==> src/rtl/core/gla_pkg.sv <==
`timescale 1ns / 1ps

package gla_pkg;

  localparam int ADC_BITS          = 12;
  localparam int CFG_DATA_BITS     = 16;
  localparam int CFG_INDEX_BITS    = 3;
  localparam int PCT_BITS          = 7;
  localparam int MV_BITS           = 12;
  localparam int TICK_BITS_DEFAULT = 16;

  // Full scale of the converter is 2^ADC_BITS - 1.
  localparam int PCT_SCALE = 100;
  localparam int MV_SCALE  = 3300;

  localparam logic [15:0]         RESET_SAMPLE_INTERVAL = 16'd1000;
  localparam logic [ADC_BITS-1:0] RESET_ALARM_THRESHOLD = 12'd2000;
  localparam logic [ADC_BITS-1:0] RESET_WARN_THRESHOLD  = 12'd1450;
  localparam logic [15:0]         RESET_ALARM_ON_TICKS  = 16'd300;
  localparam logic [15:0]         RESET_ALARM_OFF_TICKS = 16'd200;
  localparam logic [15:0]         RESET_WARN_ON_TICKS   = 16'd100;
  localparam logic [15:0]         RESET_WARN_OFF_TICKS  = 16'd200;

  typedef enum logic [CFG_INDEX_BITS-1:0] {
    REG_SAMPLE_INTERVAL = 3'd0,
    REG_ALARM_THRESHOLD = 3'd1,
    REG_WARN_THRESHOLD  = 3'd2,
    REG_ALARM_ON_TICKS  = 3'd3,
    REG_ALARM_OFF_TICKS = 3'd4,
    REG_WARN_ON_TICKS   = 3'd5,
    REG_WARN_OFF_TICKS  = 3'd6
  } reg_index_t;

  typedef enum logic [1:0] {
    LEVEL_QUIET = 2'd0,
    LEVEL_WARN  = 2'd1,
    LEVEL_ALARM = 2'd2
  } level_t;

  typedef struct packed {
    logic [15:0]         sample_interval;
    logic [ADC_BITS-1:0] alarm_threshold;
    logic [ADC_BITS-1:0] warn_threshold;
    logic [15:0]         alarm_on_ticks;
    logic [15:0]         alarm_off_ticks;
    logic [15:0]         warn_on_ticks;
    logic [15:0]         warn_off_ticks;
  } cfg_t;

  typedef struct packed {
    logic                beeper;
    level_t              alert_level;
    logic                sample_taken;
    logic [ADC_BITS-1:0] held_reading;
    logic [PCT_BITS-1:0] level_percent;
    logic [MV_BITS-1:0]  millivolts;
  } result_t;

endpackage

==> src/rtl/core/gla_regs.sv <==
`timescale 1ns / 1ps

module gla_regs (
  input  logic                                clk,
  input  logic                                rst,
  input  logic                                wr_en,
  input  logic [gla_pkg::CFG_INDEX_BITS-1:0]  wr_index,
  input  logic [gla_pkg::CFG_DATA_BITS-1:0]   wr_data,
  output gla_pkg::cfg_t                       cfg
);
  import gla_pkg::*;

  always_ff @(posedge clk) begin
    if (rst) begin
      cfg.sample_interval <= RESET_SAMPLE_INTERVAL;
      cfg.alarm_threshold <= RESET_ALARM_THRESHOLD;
      cfg.warn_threshold  <= RESET_WARN_THRESHOLD;
      cfg.alarm_on_ticks  <= RESET_ALARM_ON_TICKS;
      cfg.alarm_off_ticks <= RESET_ALARM_OFF_TICKS;
      cfg.warn_on_ticks   <= RESET_WARN_ON_TICKS;
      cfg.warn_off_ticks  <= RESET_WARN_OFF_TICKS;
    end else if (wr_en) begin
      case (wr_index)
        REG_SAMPLE_INTERVAL: cfg.sample_interval <= wr_data[15:0];
        REG_ALARM_THRESHOLD: cfg.alarm_threshold <= wr_data[ADC_BITS-1:0];
        REG_WARN_THRESHOLD:  cfg.warn_threshold  <= wr_data[ADC_BITS-1:0];
        REG_ALARM_ON_TICKS:  cfg.alarm_on_ticks  <= wr_data[15:0];
        REG_ALARM_OFF_TICKS: cfg.alarm_off_ticks <= wr_data[15:0];
        REG_WARN_ON_TICKS:   cfg.warn_on_ticks   <= wr_data[15:0];
        REG_WARN_OFF_TICKS:  cfg.warn_off_ticks  <= wr_data[15:0];
        default: ;  // drop writes to unmapped indexes
      endcase
    end
  end

endmodule

==> src/rtl/core/gla_scale.sv <==
`timescale 1ns / 1ps

module gla_scale (
  input  logic [gla_pkg::ADC_BITS-1:0] sample,
  output logic [gla_pkg::PCT_BITS-1:0] percent,
  output logic [gla_pkg::MV_BITS-1:0]  millivolts
);
  import gla_pkg::*;

  localparam int PCT_PROD_BITS = ADC_BITS + PCT_BITS;  // 4095*100 < 2^19
  localparam int MV_PROD_BITS  = ADC_BITS + MV_BITS;   // 4095*3300 < 2^24
  localparam int FULL_SCALE    = (1 << ADC_BITS) - 1;

  logic [PCT_PROD_BITS-1:0] pct_prod;
  logic [MV_PROD_BITS-1:0]  mv_prod;
  logic [PCT_BITS-1:0]      pct_q0;
  logic [MV_BITS-1:0]       mv_q0;
  logic [ADC_BITS:0]        pct_rem;
  logic [ADC_BITS:0]        mv_rem;

  // Divide by 2^n - 1: q0 = p >> n leaves remainder p[n-1:0] + q0, which stays
  // below twice the divisor, so one compare fixes the quotient.
  assign pct_prod = PCT_PROD_BITS'(sample) * PCT_PROD_BITS'(PCT_SCALE);
  assign mv_prod  = MV_PROD_BITS'(sample) * MV_PROD_BITS'(MV_SCALE);

  assign pct_q0 = pct_prod[PCT_PROD_BITS-1:ADC_BITS];
  assign mv_q0  = mv_prod[MV_PROD_BITS-1:ADC_BITS];

  assign pct_rem = {1'b0, pct_prod[ADC_BITS-1:0]} + (ADC_BITS+1)'(pct_q0);
  assign mv_rem  = {1'b0, mv_prod[ADC_BITS-1:0]} + (ADC_BITS+1)'(mv_q0);

  assign percent    = pct_q0 + PCT_BITS'(pct_rem >= (ADC_BITS+1)'(FULL_SCALE));
  assign millivolts = mv_q0 + MV_BITS'(mv_rem >= (ADC_BITS+1)'(FULL_SCALE));

endmodule

==> src/rtl/core/gla_state.sv <==
`timescale 1ns / 1ps

module gla_state #(
  parameter int TICK_BITS = gla_pkg::TICK_BITS_DEFAULT
) (
  input  logic                          clk,
  input  logic                          rst,
  input  logic                          tick,
  input  logic [gla_pkg::ADC_BITS-1:0]  sample,
  input  logic [gla_pkg::PCT_BITS-1:0]  sample_percent,
  input  logic [gla_pkg::MV_BITS-1:0]   sample_mv,
  input  gla_pkg::cfg_t                 cfg,
  output gla_pkg::result_t              res
);
  import gla_pkg::*;

  localparam int CW = (TICK_BITS > 16) ? TICK_BITS : 16;

  logic [TICK_BITS-1:0] since_sample, since_sample_next;
  logic [TICK_BITS-1:0] alarm_elapsed, alarm_elapsed_next;
  logic [TICK_BITS-1:0] warn_elapsed, warn_elapsed_next;
  logic                 alarm_on, alarm_on_next;
  logic                 warn_on, warn_on_next;
  logic                 alarm_phase, alarm_phase_next;
  logic                 warn_phase, warn_phase_next;
  logic                 beeper_level, beeper_level_next;
  logic [ADC_BITS-1:0]  reading_hold, reading_hold_next;
  logic [PCT_BITS-1:0]  percent_hold, percent_hold_next;
  logic [MV_BITS-1:0]   millivolt_hold, millivolt_hold_next;

  logic [TICK_BITS-1:0] since_inc, alarm_inc, warn_inc;
  logic [15:0]          alarm_period, warn_period;
  logic                 take, alarm_hit, warn_hit;

  // Saturating tick counters
  assign since_inc = (&since_sample)  ? since_sample  : since_sample + 1'b1;
  assign alarm_inc = (&alarm_elapsed) ? alarm_elapsed : alarm_elapsed + 1'b1;
  assign warn_inc  = (&warn_elapsed)  ? warn_elapsed  : warn_elapsed + 1'b1;

  assign take = CW'(since_inc) >= CW'(cfg.sample_interval);

  assign alarm_period = alarm_phase ? cfg.alarm_on_ticks : cfg.alarm_off_ticks;
  assign warn_period  = warn_phase  ? cfg.warn_on_ticks  : cfg.warn_off_ticks;
  assign alarm_hit    = CW'(alarm_inc) >= CW'(alarm_period);
  assign warn_hit     = CW'(warn_inc)  >= CW'(warn_period);

  always_comb begin
    since_sample_next   = take ? '0 : since_inc;
    alarm_elapsed_next  = alarm_inc;
    warn_elapsed_next   = warn_inc;
    alarm_on_next       = alarm_on;
    warn_on_next        = warn_on;
    alarm_phase_next    = alarm_phase;
    warn_phase_next     = warn_phase;
    beeper_level_next   = beeper_level;
    reading_hold_next   = reading_hold;
    percent_hold_next   = percent_hold;
    millivolt_hold_next = millivolt_hold;

    if (take) begin
      reading_hold_next   = sample;
      percent_hold_next   = sample_percent;
      millivolt_hold_next = sample_mv;
      if (sample > cfg.alarm_threshold) begin
        alarm_on_next = 1'b1;
        warn_on_next  = 1'b0;
      end else if (sample > cfg.warn_threshold) begin
        alarm_on_next = 1'b0;
        warn_on_next  = 1'b1;
      end else begin
        alarm_on_next     = 1'b0;
        warn_on_next      = 1'b0;
        beeper_level_next = 1'b0;
      end
    end

    // Only the active pattern advances its phase; beeper keeps its level
    // across a pattern switch until the new pattern toggles.
    if (alarm_on_next) begin
      if (alarm_hit) begin
        alarm_phase_next   = !alarm_phase;
        alarm_elapsed_next = '0;
        beeper_level_next  = !alarm_phase;
      end
    end else if (warn_on_next) begin
      if (warn_hit) begin
        warn_phase_next   = !warn_phase;
        warn_elapsed_next = '0;
        beeper_level_next = !warn_phase;
      end
    end else begin
      beeper_level_next = 1'b0;
      alarm_phase_next  = 1'b0;
      warn_phase_next   = 1'b0;
    end
  end

  always_ff @(posedge clk) begin
    if (rst) begin
      since_sample   <= '0;
      alarm_elapsed  <= '0;
      warn_elapsed   <= '0;
      alarm_on       <= 1'b0;
      warn_on        <= 1'b0;
      alarm_phase    <= 1'b0;
      warn_phase     <= 1'b0;
      beeper_level   <= 1'b0;
      reading_hold   <= '0;
      percent_hold   <= '0;
      millivolt_hold <= '0;
    end else if (tick) begin
      since_sample   <= since_sample_next;
      alarm_elapsed  <= alarm_elapsed_next;
      warn_elapsed   <= warn_elapsed_next;
      alarm_on       <= alarm_on_next;
      warn_on        <= warn_on_next;
      alarm_phase    <= alarm_phase_next;
      warn_phase     <= warn_phase_next;
      beeper_level   <= beeper_level_next;
      reading_hold   <= reading_hold_next;
      percent_hold   <= percent_hold_next;
      millivolt_hold <= millivolt_hold_next;
    end
  end

  always_comb begin
    res.beeper        = beeper_level_next;
    res.alert_level   = alarm_on_next ? LEVEL_ALARM : (warn_on_next ? LEVEL_WARN : LEVEL_QUIET);
    res.sample_taken  = take;
    res.held_reading  = reading_hold_next;
    res.level_percent = percent_hold_next;
    res.millivolts    = millivolt_hold_next;
  end

endmodule

==> src/rtl/core/gas_level_alarm_beeper_core.sv <==
`timescale 1ns / 1ps

// Gas level alarm beeper core.
// Input channel (in_valid/in_ready, adc_sample): one transaction per
// millisecond tick, carrying the current 12-bit converter reading.
// Output channel (out_valid/out_ready): one result per tick with the beeper
// drive, alert level, sample-taken flag and the held reading with its
// percent and millivolt scalings.
// Configuration channel (cfg_valid/cfg_ready, cfg_index, cfg_data): always
// ready; write registers only while no tick is in flight.
// The result of a tick is registered and is on the output in the cycle after the input
// transaction. Throughput: one tick per cycle while the receiver takes each result,
// set by the single output register that follows the tick logic.
// When the receiver stalls, the result holds in the output register and
// in_ready stays low until it is taken; a new tick is accepted in the same
// cycle the pending result leaves.
// Reset (rst, synchronous): all counters, phases and held values clear,
// the output empties and registers return to their default values.
module gas_level_alarm_beeper_core #(
  parameter int TICK_BITS = gla_pkg::TICK_BITS_DEFAULT
) (
  input  logic                                clk,
  input  logic                                rst,
  input  logic                                in_valid,
  output logic                                in_ready,
  input  logic [gla_pkg::ADC_BITS-1:0]        adc_sample,
  output logic                                out_valid,
  input  logic                                out_ready,
  output logic                                beeper,
  output logic [1:0]                          alert_level,
  output logic                                sample_taken,
  output logic [gla_pkg::ADC_BITS-1:0]        held_reading,
  output logic [gla_pkg::PCT_BITS-1:0]        level_percent,
  output logic [gla_pkg::MV_BITS-1:0]         millivolts,
  input  logic                                cfg_valid,
  output logic                                cfg_ready,
  input  logic [gla_pkg::CFG_INDEX_BITS-1:0]  cfg_index,
  input  logic [gla_pkg::CFG_DATA_BITS-1:0]   cfg_data
);
  import gla_pkg::*;

  cfg_t                cfg;
  result_t             res;
  result_t             out_res;
  logic [PCT_BITS-1:0] sample_percent;
  logic [MV_BITS-1:0]  sample_mv;
  logic                in_fire;

  assign cfg_ready = 1'b1;
  assign in_ready  = !out_valid || out_ready;
  assign in_fire   = in_valid && in_ready;

  gla_regs u_regs (
    .clk      (clk),
    .rst      (rst),
    .wr_en    (cfg_valid),
    .wr_index (cfg_index),
    .wr_data  (cfg_data),
    .cfg      (cfg)
  );

  gla_scale u_scale (
    .sample     (adc_sample),
    .percent    (sample_percent),
    .millivolts (sample_mv)
  );

  gla_state #(
    .TICK_BITS (TICK_BITS)
  ) u_state (
    .clk            (clk),
    .rst            (rst),
    .tick           (in_fire),
    .sample         (adc_sample),
    .sample_percent (sample_percent),
    .sample_mv      (sample_mv),
    .cfg            (cfg),
    .res            (res)
  );

  always_ff @(posedge clk) begin
    if (rst) begin
      out_valid <= 1'b0;
    end else if (in_fire) begin
      out_valid <= 1'b1;
    end else if (out_ready) begin
      out_valid <= 1'b0;
    end
  end

  always_ff @(posedge clk) begin
    if (in_fire) begin
      out_res <= res;
    end
  end

  assign beeper        = out_res.beeper;
  assign alert_level   = out_res.alert_level;
  assign sample_taken  = out_res.sample_taken;
  assign held_reading  = out_res.held_reading;
  assign level_percent = out_res.level_percent;
  assign millivolts    = out_res.millivolts;

endmodule

==> config.mk <==
export PLATFORM = sky130hd
export DESIGN_NAME = gas_level_alarm_beeper_core
export DESIGN_NICKNAME = d
export VERILOG_FILES = /design/src/rtl/core/gla_pkg.sv /design/src/rtl/core/gla_regs.sv /design/src/rtl/core/gla_scale.sv /design/src/rtl/core/gla_state.sv /design/src/rtl/core/gas_level_alarm_beeper_core.sv
export SDC_FILE = /design/constraint.sdc
export NUM_CORES = 1
export LEC_CHECK = 0
export CORE_MARGIN = 3
export CORE_UTILIZATION = 50
export CTS_BUF_LIST = sky130_fd_sc_hd__clkbuf_8
export DETAILED_ROUTE_END_ITERATION = 12
export DONT_BUFFER_PORTS = 1
export PLACE_DENSITY = 0.72
export REMOVE_ABC_BUFFERS = 1
export SLEW_MARGIN = 30
export SYNTH_ARGS = -nofsm -noshare
export SYNTH_HDL_FRONTEND = slang
export SYNTH_SLANG_ARGS = --single-unit
==> constraint.sdc <==
create_clock -name clk -period 10.57 [get_ports clk]
set_input_delay 1.057 -clock clk [delete_from_list [all_inputs] [get_ports clk]]
set_output_delay 1.057 -clock clk [all_outputs]
set_load 0.01 [all_outputs]
Word-level counts from Yosys, hierarchy flattened
Index checks and enable logic that the tools add are counted.
- add/subtract/negate cells: 7
- $mul: 2
- $lt $le $gt $ge: 7
- equality and inequality tests: 9
- mux-type cells: 34
- bitwise gates (word level): 1
- reduce and logical (&&, ||, !) cells: 19
- operators by type and width (kind ; count):
    two-way mux 16 bit ; 11
    adder 16 x 1 -> 16 bit (second input constant) ; 3
    greater-or-equal comparator 16 bit ; 3
    AND reduction 16 bit ; 3
    greater-or-equal comparator 13 x 12 -> 1 bit (second input constant) ; 2
    > comparator 12 bit ; 2
    two-way mux 12 bit ; 2
    multiplier 12 x 10 -> 22 bit (second input constant) ; 1
    two-way mux 1 bit ; 20
    multiplier 12 x 5 -> 17 bit (second input constant) ; 1
    AND reduction 2 bit ; 7
    adder 12 x 12 -> 13 bit ; 1
    adder 12 x 7 -> 13 bit ; 1
    adder 12 x 1 -> 12 bit ; 1
    equality test 3 bit (second input constant) ; 3
    adder 7 x 1 -> 7 bit ; 1
    two-way mux 7 bit ; 1
    equality test 3 x 2 -> 1 bit (second input constant) ; 2
    AND reduction 3 bit ; 2
    inequality test 2 bit (second input constant) ; 2
    equality test 3 x 1 -> 1 bit (second input constant) ; 1
    logical NOT 1 bit ; 3
    logical NOT 3 bit ; 1
    inequality test 2 x 1 -> 1 bit (second input constant) ; 1
    other kinds (4) ; 4
- flip-flop bits (word level): 224
- bits of input ports: 36
- output and inout bits: 38
- logic and storage cells: 104

Logic depth before layout (Yosys ltp)
- depth after elaboration: 7
- depth in mapped cells: 32
- depth with buffers taken out: 32

By module
From an unflattened synthesis, not the netlist that was laid out.
- cell total of the unflattened synthesis: 1720
- area, all modules: 16044.1 um^2
- by module, submodules not included (module ; times used ; cells an instance ; area an instance (um^2) ; seq. area each (um^2)):
    gla_state ; 1 ; 843 ; 6754.0 ; 1681.6
    gla_regs ; 1 ; 379 ; 4095.2 ; 2082.0
    gla_scale ; 1 ; 456 ; 4077.7 ; 0.0
    gas_level_alarm_beeper_core ; 1 ; 42 ; 1117.3 ; 1071.0

Worst setup path after synthesis
OpenSTA, ideal clock, no wires.
- kind: input port to flip-flop
- from: in adc_sample[1] (netlist bit)
- to: reg out_res, in the netlist millivolts[11] (data pin)
- setup time: 0.269 ns
- data arrival time: 8.126 ns
- required time: 10.301 ns
- slack: 2.175 ns
- stages: 31
- buffers on the path: 0
- cell sequence: ha_1 -> xor2_1 -> ha_1 -> or2_2 -> fa_1 -> fa_1 -> inv_1 -> fa_1 -> inv_1 -> ha_1 -> o21ai_0 -> nor2_1 -> or2_4 -> nor2_1 -> xnor2_1 -> ha_1 -> a21o_1 -> a21o_1 -> maj3_2 -> maj3_2 -> a311oi_2 -> xor2_1 -> o41ai_1 -> a311o_1 -> ha_1 -> inv_1 -> nor4b_2 -> nand4_1 -> nor3_1 -> xnor2_1 -> o21ai_0
- RTL lines (what ; line ; RTL):
    from (decl) ; gas_level_alarm_beeper_core.sv:26 ; input logic [gla_pkg::ADC_BITS-1:0] adc_sample,
    to (signal assigned) ; gas_level_alarm_beeper_core.sv:93 ; out_res <= res;
    to (decl) ; gas_level_alarm_beeper_core.sv:44 ; result_t out_res;

==> results.sh <==
export IMPL_antenna_found_initial=0
export IMPL_synth_cell_type_count=76
export IMPL_hold_path_end="u_regs.cfg[103]"
export IMPL_fin_util_pct=55.1
export IMPL_reg2reg_depth=21
export IMPL_clockBufferDepth=3
export IMPL_relSlewSlack_pct=39.5
export IMPL_first_pass_iters=5
export IMPL_rows=63
export IMPL_syn_area_mm2=0.0154
export IMPL_cts_buffers=41
export IMPL_grt_max_degree=159
export IMPL_drcViolationCount=0
export IMPL_ir_drop_mv=0.191
export IMPL_outcome="finished, final reports clean"
export IMPL_timing_critical_path_slowest_stage_cell="fa_1"
export IMPL_r2r_start="u_state.since_sample[4]"
export IMPL_finClkSkew_ns=0.0273
export IMPL_async_reset_ff_share_pct=0
export IMPL_routed_via_density=5.75
export IMPL_fin_crit_sh_pct=81.8
export IMPL_routabilityCongestion=0.949
export IMPL_layout_nets=2088
export IMPL_r2r_setup_slack_ns=5.34
export IMPL_critPathArrivalTime_ns=8.92
export IMPL_reg2reg_to="u_state.since_sample[9]"
export IMPL_finalHoldViolCount=0
export IMPL_wirelength_um=38800
export IMPL_die_height_um=181
export IMPL_hpwl_um=27700
export IMPL_grt_usage_pct=23.3
export IMPL_cp_common_cell="ha_1"
export IMPL_cts_setup_buffers=0
export IMPL_die_w_um=181
export IMPL_cts_hold_buf=0
export IMPL_synth_top_area_share_pct=24.6
export IMPL_clk_latency_ns=0.56
export IMPL_endpoint_kind="flip-flop"
export IMPL_p_int_mw=2.13
export IMPL_clkTransAtPathRegs_ns=0.06
export IMPL_root_buffer="clkbuf_8"
export IMPL_start_kind="input pin"
export IMPL_n_antenna_cell=0
export IMPL_powerDensity_mw_per_mm2=218
export IMPL_postSynthCellCount=1849
export IMPL_core_mm2=0.0300
export IMPL_hold_path_depth=2
export IMPL_drive_above_1_share_pct=5.71
export IMPL_ys_flop_type="dfxtp_1"
export IMPL_dr_first_iter_drc_count=987
export IMPL_io_buffer_count=0
export IMPL_fin_hold_ws_ns=0.451
export IMPL_drv_cap=0
export IMPL_cts_repair_resize_count=0
export IMPL_max_stage_delay_ns=0.55
export IMPL_min_from="u_regs.cfg[103]"
export IMPL_ant_nets=0
export IMPL_ys_seq_area_share_pct=31.4
export IMPL_grt_pass1_vias=12535
export IMPL_tightest_slew_ns=0.899
export IMPL_tns_ns=0
export IMPL_swShare_pct=41.0
export IMPL_rsz0062_at_grt="no"
export IMPL_yosys_top_cells_count="335 x nand2_1, 189 x dfxtp_1, 183 x ha_1"
export IMPL_cts_max_level=2
export IMPL_combPwrFrac_pct=52.7
export IMPL_cp_required_ns=10.85
export IMPL_grt_overflow=0
export IMPL_clock_sinks=224
export IMPL_synth_most_common_cell="nand2_1"
export IMPL_power_mw=3.61
export IMPL_setup_viol=0
export IMPL_synth_area_leader_cell="dfxtp_1"
export IMPL_hp_class="reg2reg"
export IMPL_syn_avg_cell_area_um2=8.33
export IMPL_timing_fmax_mhz=116
export IMPL_synth_area_top_cells="dfxtp_1 25%, ha_1 15%, nand2_1 8.2%"
export IMPL_crit_path_max_fanout=10
export IMPL_start_util_pct=51.4
export IMPL_via_count=12933
export IMPL_clock_power_share_pct=22.2
export IMPL_pwr_share_seq_pct=25.1
export IMPL_grt_pass1_wl_um=63900
export IMPL_area_growth_pct=7.27
export IMPL_ys_seq_elements=224
export IMPL_leakage_nw=7.07
export IMPL_yosysWarnings=0
export IMPL_pin_count=74
export IMPL_synth_edff_count=35
export IMPL_critPathKind="in2reg"
export IMPL_netSwitchingPower_mw=1.48
export IMPL_maxSlewViolCount=0
export IMPL_cts_tree="yes"
export IMPL_die_area_mm2=0.0329
export IMPL_post_drt_wl_per_cell_um=17.3
export IMPL_finalCriticalPeriod_ns=8.64
worst max-delay path by stage:
stage                   from  depth (start not counted)  slack, ns              to
3_3_place_gp   adc_sample[1]                         31       1.61  millivolts[11]
6_report       adc_sample[1]                         31       1.93  millivolts[11]
2_1_floorplan  adc_sample[1]                         31       2.11  millivolts[11]
3_5_place_dp   adc_sample[1]                         31       1.39  millivolts[11]
5_1_grt        adc_sample[1]                         31       1.38  millivolts[11]
4_1_cts        adc_sample[1]                         31       1.97  millivolts[11]
registers in the layout, indices dropped and copies added, names as in the netlist:
signal / cells
u_state.alarm_phase: 1
beeper: 1
u_state.millivolt_hold: 12
level_percent: 7
sample_taken: 1
u_state.percent_hold: 7
u_state.alarm_elapsed: 16
u_state.alarm_on: 1
u_state.reading_hold: 12
u_regs.cfg: 104
u_state.warn_on: 1
u_state.warn_elapsed: 16
u_state.since_sample: 16
u_state.beeper_level: 1
alert_level: 2
millivolts: 12
held_reading: 12
out_valid: 1
u_state.warn_phase: 1
per-stage QoR:
| step | setup slack (ns) | instances | instance area (um^2) |
|---|---|---|---|
| after global placement | 1.61 | 2178 | 15700 |
| after global routing | 1.38 | 2248 | 16500 |
| after detailed placement | 1.39 | 2178 | 15700 |
| final | 1.93 | 2248 | 16500 |
| after floorplan | 2.11 | 1777 | 15100 |
| after CTS | 1.97 | 2248 | 16500 |
cell usage in the layout (no fill, tap or decap), types with 38 or more instances in the layout:
master,n
a21oi_1,164
ha_1,183
a21o_1,45
inv_1,128
nand3_1,79
clkbuf_8,50
fa_1,38
nor2_1,118
xnor2_1,49
nor3_1,38
nand2_1,334
o21ai_0,40
dfxtp_1,189
power groups by stage:
stage / registers (mW) / clock network, mW / logic, mW
floorplan: 0.921 / 0 / 1.50
global placement: 0.923 / 0 / 1.84
detailed placement: 0.924 / 0 / 1.88
CTS: 0.906 / 0.821 / 1.89
global route: 0.908 / 0.862 / 2.13
finish: 0.906 / 0.802 / 1.90
cell type report:
cell class              instances  area [um^2]
clock buffers                  50          688
clock inverters                20          104
fillers                      2677        13400
inverters                     117          442
multi-input cells            1436         9880
flip-flops and latches        224         4830
well taps                     390          488
repair buffers                 11         82.6
kinds of logic (layout without fill, tap and decap cells):
| group | count (synthesis) | after routing | share of synthesized area [%] |
|---|---|---|---|
| flops | 224 | 224 | 31.4 |
| buf+inv | 189 | 198 | 4.64 |
| other cells | 1 | 1 | 0.0244 |
| xor+xnor | 85 | 85 | 4.88 |
| compound gates | 369 | 369 | 15.1 |
| fa+ha+maj | 224 | 224 | 20.0 |
| simple gates | 716 | 716 | 21.2 |
| mux | 41 | 41 | 2.75 |
worst max-delay path, delay by kind of cell:
kind	cells	cell delay (ns)
AO/OA/AOI/OAI	7	1.26
XOR/XNOR	4	0.98
adder cells (fa/ha/maj)	10	3.53
buffers and inverters	3	0.14
AND/OR/NAND/NOR	7	1.89
routing by layer:
metal / GRT usage [%] / up-vias / wire length [um]
met2: 37.4 / 354 / 17600
met5: 0 / - / 0
met4: 6.37 / 0 / 931
met3: 3.27 / 67 / 2260
met1: 32.9 / 6114 / 18000
li1: - / 6398 / -
(Power assumes the default switching activity.)
